**config.mk**
```make
export PLATFORM = sky130hd
export DESIGN_NAME = esp_ctrl
export DESIGN_NICKNAME = d
export VERILOG_FILES = /design/src/rtl/esp_pkg.sv /design/src/rtl/esp_ctrl.sv
export SDC_FILE = /design/constraint.sdc
export NUM_CORES = 1
export LEC_CHECK = 0
export ABC_AREA = 1
export BUFFER_PORTS_ARGS = -buffer_cell sky130_fd_sc_hd__buf_2
export CORE_MARGIN = 1
export CORE_UTILIZATION = 35
export CTS_CLUSTER_DIAMETER = 40
export DETAILED_ROUTE_END_ITERATION = 8
export SETUP_SLACK_MARGIN = 0.5
export SYNTH_ARGS = -nofsm -noshare
export SYNTH_HDL_FRONTEND = slang
export SYNTH_SLANG_ARGS = --single-unit
```
**constraint.sdc**
```tcl
create_clock -name clock -period 1.83 [get_ports clock]
set_input_delay 0.2745 -clock clock [delete_from_list [all_inputs] [get_ports clock]]
set_output_delay 0.2745 -clock clock [all_outputs]
set_load 0.02 [all_outputs]
```
**src/rtl/esp_pkg.sv**
```systemverilog
`default_nettype none
package esp_pkg;

   localparam int SLOTS   = 64;
   localparam int AW      = $clog2(SLOTS);
   localparam int IW      = 7;
   localparam logic [IW-1:0] LIST_END = IW'(SLOTS);

   typedef logic [IW-1:0] idx_type;

   typedef enum logic [1:0] {
      KIND_INSERT = 2'd0,
      KIND_SWEEP  = 2'd1,
      KIND_READ   = 2'd2,
      KIND_INIT   = 2'd3
   } kind_type;

   typedef enum logic [1:0] {
      STAT_OK    = 2'd0,
      STAT_FULL  = 2'd1,
      STAT_RANGE = 2'd2
   } stat_type;

   typedef enum logic [3:0] {
      OP_NONE,
      OP_LOAD,
      OP_INIT_WR,
      OP_INS_RD,
      OP_INS_WR,
      OP_RD_RD,
      OP_SW_RD,
      OP_SW_EV,
      OP_SW_FIX,
      OP_RSP
   } op_type;

   // one stored slot, apart from its link
   typedef struct packed {
      logic [15:0]        etype;
      logic [15:0]        volume;
      logic [31:0]        expiry;
      logic               never;
      logic signed [15:0] x;
      logic signed [15:0] y;
      logic signed [15:0] z;
   } entry_type;

   localparam int EW = $bits(entry_type);

   typedef struct packed {
      op_type op;
   } cmd_type;

   typedef struct packed {
      logic fh_end;
      logic cur_end;
      logic expire;
      logic prev_end;
      logic init_last;
   } sts_type;

endpackage
`default_nettype wire

```
**src/rtl/esp_ctrl.sv**
```systemverilog
`default_nettype none
module esp_ctrl (
   input  wire logic             clock,
   input  wire logic             reset,
   input  wire logic             req_fire,
   input  wire logic [1:0]       req_kind,
   input  wire logic             rsp_fire,
   input  wire esp_pkg::sts_type sts,
   output esp_pkg::cmd_type      cmd,
   output logic                  req_ready,
   output logic                  rsp_valid
);
   import esp_pkg::*;

   typedef enum logic [3:0] {
      ST_INIT, ST_IDLE, ST_INS, ST_INS_WR, ST_RD,
      ST_SW_RD, ST_SW_EV, ST_SW_FIX, ST_RSP, ST_OUT
   } state_type;

   state_type state_ff;
   logic      init_rsp_ff;

   assign req_ready = (state_ff == ST_IDLE);
   assign rsp_valid = (state_ff == ST_OUT);

   // decode the datapath operation for this cycle
   always_comb begin
      cmd.op = OP_NONE;
      case (state_ff)
         ST_INIT:   cmd.op = OP_INIT_WR;
         ST_IDLE:   cmd.op = req_fire ? OP_LOAD : OP_NONE;
         ST_INS:    cmd.op = sts.fh_end ? OP_NONE : OP_INS_RD;
         ST_INS_WR: cmd.op = OP_INS_WR;
         ST_RD:     cmd.op = OP_RD_RD;
         ST_SW_RD:  cmd.op = sts.cur_end ? OP_NONE : OP_SW_RD;
         ST_SW_EV:  cmd.op = OP_SW_EV;
         ST_SW_FIX: cmd.op = OP_SW_FIX;
         ST_RSP:    cmd.op = OP_RSP;
         default:   cmd.op = OP_NONE;
      endcase
   end

   // sequence each request; reset starts with a clearing pass
   always_ff @(posedge clock) begin
      if (reset) begin
         state_ff    <= ST_INIT;
         init_rsp_ff <= 1'b0;
      end else begin
         case (state_ff)
            ST_INIT: begin
               if (sts.init_last) begin
                  state_ff <= init_rsp_ff ? ST_RSP : ST_IDLE;
               end
            end
            ST_IDLE: begin
               if (req_fire) begin
                  case (kind_type'(req_kind))
                     KIND_INSERT: state_ff <= ST_INS;
                     KIND_SWEEP:  state_ff <= ST_SW_RD;
                     KIND_READ:   state_ff <= ST_RD;
                     default: begin
                        state_ff    <= ST_INIT;
                        init_rsp_ff <= 1'b1;
                     end
                  endcase
               end
            end
            ST_INS:    state_ff <= sts.fh_end ? ST_RSP : ST_INS_WR;
            ST_INS_WR: state_ff <= ST_RSP;
            ST_RD:     state_ff <= ST_RSP;
            ST_SW_RD:  state_ff <= sts.cur_end ? ST_RSP : ST_SW_EV;
            ST_SW_EV: begin
               state_ff <= (sts.expire && !sts.prev_end) ? ST_SW_FIX : ST_SW_RD;
            end
            ST_SW_FIX: state_ff <= ST_SW_RD;
            ST_RSP:    state_ff <= ST_OUT;
            ST_OUT: begin
               if (rsp_fire) begin
                  state_ff <= ST_IDLE;
               end
            end
            default:   state_ff <= ST_IDLE;
         endcase
      end
   end
endmodule
`default_nettype wire

```
==> reports/results.tsv <==
metric	value	unit
outcome	completed	
track_usage	22.7	%
hold_viol	0	
worst_setup_path_end_kind	primary output	
tightest_slew	0.357	ns
clk_latency	0.24	ns
syn-num-nets	89	
p_seq_share	25.9	%
skew	0.00157	ns
max_freq	642	MHz
synth_top_area_share	20.5	%
antenna_found_initial	0	
p_comb_share	51.5	%
total_power	544	uW
syn_to_final_growth	62.9	%
p_leak	0.380	nW
netlist_area	489	sq um
cts_sinks	5	
drt-initial-drc-count	14	
rsz0062_at_grt	true	
clkPwrFrac	22.6	%
hpwl	1020	um
finalSetupViolCount	0	
cts_tree	yes	
grt_use_met3	1.70	%
diodes	0	
ys_top_cells_by_area	dfxtp_1 (20%), nand3_1 (13%), nand2_1 (9.2%), ha_1 (7.7%), inv_1 (6.9%)	
yosys_warnings	0	
timing.final.crit_share	85.1	%
grt_pass1_wl	2280	um
use_met2	37.5	%
switching_share	39.5	%
core	0.00130	sq mm
r2r_setup_slack	0.47	ns
initial_utilization	37.6	%
powerDensity	682	mW/mm^2
critPathRequiredTime	1.56	ns
drive_above_1_share	56.3	%
hold_class	in2reg	
post_drt_wl_per_cell	12.6	um
clkTransAtPathRegs	0.04	ns
first_pass_iters	4	
cp.arrival	1.28	ns
period_needed	1.56	ns
drv_slew	0	
grt_pass1_vias	545	
syn_inst	75	
nets	118	
synth_seq_cells	5	
cts_root_buf	clkbuf_4	
syn_avg_cell_area	6.52	sq um
ant_nets	0	
maxCapViolCount	0	
vias	603	
max-slew-margin-rel	76.1	%
ys_seq_area_share	20.5	%
intPower	329	uW
netlist-cell-type-count	21	
grt_max_degree	9	
worstPathMaxFanout	5	
dieHeight	39.4	um
use_met1	26.5	%
cts_hold_buf	0	
viasPerCell	5.11	
rows	13	
vdd_drop_max	0.454	mV
fp.dieW	39.4	um
place_congestion	0.833	
grt_overflow	0	
cts_max_path_buffers	2	
cts_buffers	3	
dieArea	0.00155	sq mm
worst_setup_path_start_kind	flip-flop	
port_buffers	16	
yosys.area.top_type	dfxtp_1	
h-tree-depth	1	
p_switching	215	uW
drt_wl_total	1490	um
num_io_pins	17	
finalSetupTns	0	ns
busiest_layer	met2	
drc	0	
worstSetupPathType	reg2out	
[cells in the mapped netlist]
library cell / instances
nor2_2: 2
inv_1: 9
a21oi_1: 2
or2_2: 1
nand2_1: 12
o2111ai_1: 1
inv_2: 5
o21ai_2: 1
nand3_1: 13
a21oi_2: 2
nor3_1: 1
nand3b_1: 2
nand2_2: 2
nor2_1: 5
nor2_4: 3
nor3b_1: 1
nor3_2: 1
o21ai_1: 3
o211ai_1: 1
ha_1: 3
dfxtp_1: 5
[layer usage]
| metal | vias up | share of wire [%] | wire length, um |
|---|---|---|---|
| met5 | - | 0 | 0 |
| met4 | 0 | 5.2 | 78 |
| met3 | 8 | 3.3 | 49 |
| met2 | 19 | 51 | 759 |
| met1 | 271 | 40 | 603 |
| li1 | 305 | - | - |
[critical path, cell delays in order, from the launching register on]
cell and delay, ns:
dfxtp_4 0.40, nor2_4 0.07, nand3_2 0.07, inv_2 0.05, a21oi_2 0.14, o2111ai_2 0.15, buf_6 0.16
[logic make-up after synthesis]
logic type      count (synthesis)  share of synthesized area, %
simple gates                   43                          47.3
compound gates                 10                          13.8
buf+inv                        14                          10.7
flops                           5                          20.5
fa+ha+maj                       3                          7.67
[final cells by class]
class,count,area (sq um)
Inverter,14,62.6
Tap cell,15,18.8
Timing Repair Buffer,24,181
Sequential cell,5,115
Fill cell,115,504
Multi-Input combinational cell,56,393
Clock buffer,4,26.3
[cell usage in the layout, fill, tap and decap left out, drive strengths merged, types with 2 or more instances in the layout]
cell type and count:
a21oi 4, buf 24, clkbuf 4, dfxtp 5
ha 3, inv 14, nand2 14, nand3 13
nand3b 2, nor2 10, nor3 2, o21ai 4
[final timing paths]
| kind | startpoint | end | cells past startpoint |
|---|---|---|---|
| worst min register to register | init_rsp_ff$_SDFFE_PP0P_ | init_rsp_ff$_SDFFE_PP0P_ | 2 |
| worst min-delay path | reset | state_ff[3]$_SDFFE_PP0P_ | 2 |
| worst max-delay path | state_ff[0]$_SDFFE_PP0P_ | cmd[0] | 6 |
| worst max register to register | state_ff[1]$_SDFFE_PP0P_ | state_ff[1]$_SDFFE_PP0P_ | 8 |
[power by group through the flow]
stage               logic [mW]  clock network [mW]  registers (mW)
floorplan                0.145                   0           0.132
finish                   0.280               0.123           0.141
global route             0.301               0.138           0.142
CTS                      0.249               0.129           0.138
detailed placement       0.200                   0           0.135
global placement         0.200                   0           0.135
[timing repair]
action	CTS	global route
gates resized for setup	28	10
buffers inserted	4	4
pin swaps	4	8
setup endpoints to repair	6	9
[per-stage QoR]
stage	setup slack, ns	std cells	area [sq um]	hold slack (ns)	util (%)
CTS	0.290	114	737	0.238	56.6
detailed placement	0.317	106	594	0.470	45.7
floorplan	0.554	75	495	0.337	-
global route	0.231	118	797	0.244	61.3
finish	0.272	118	797	0.243	61.3
global placement	0.350	106	594	0.468	45.7
[flip-flops by register name, summed over array words and instances (netlist names)]
signal and count:
state_ff 4, init_rsp_ff 1
Power figures use the tool's default switching activity.
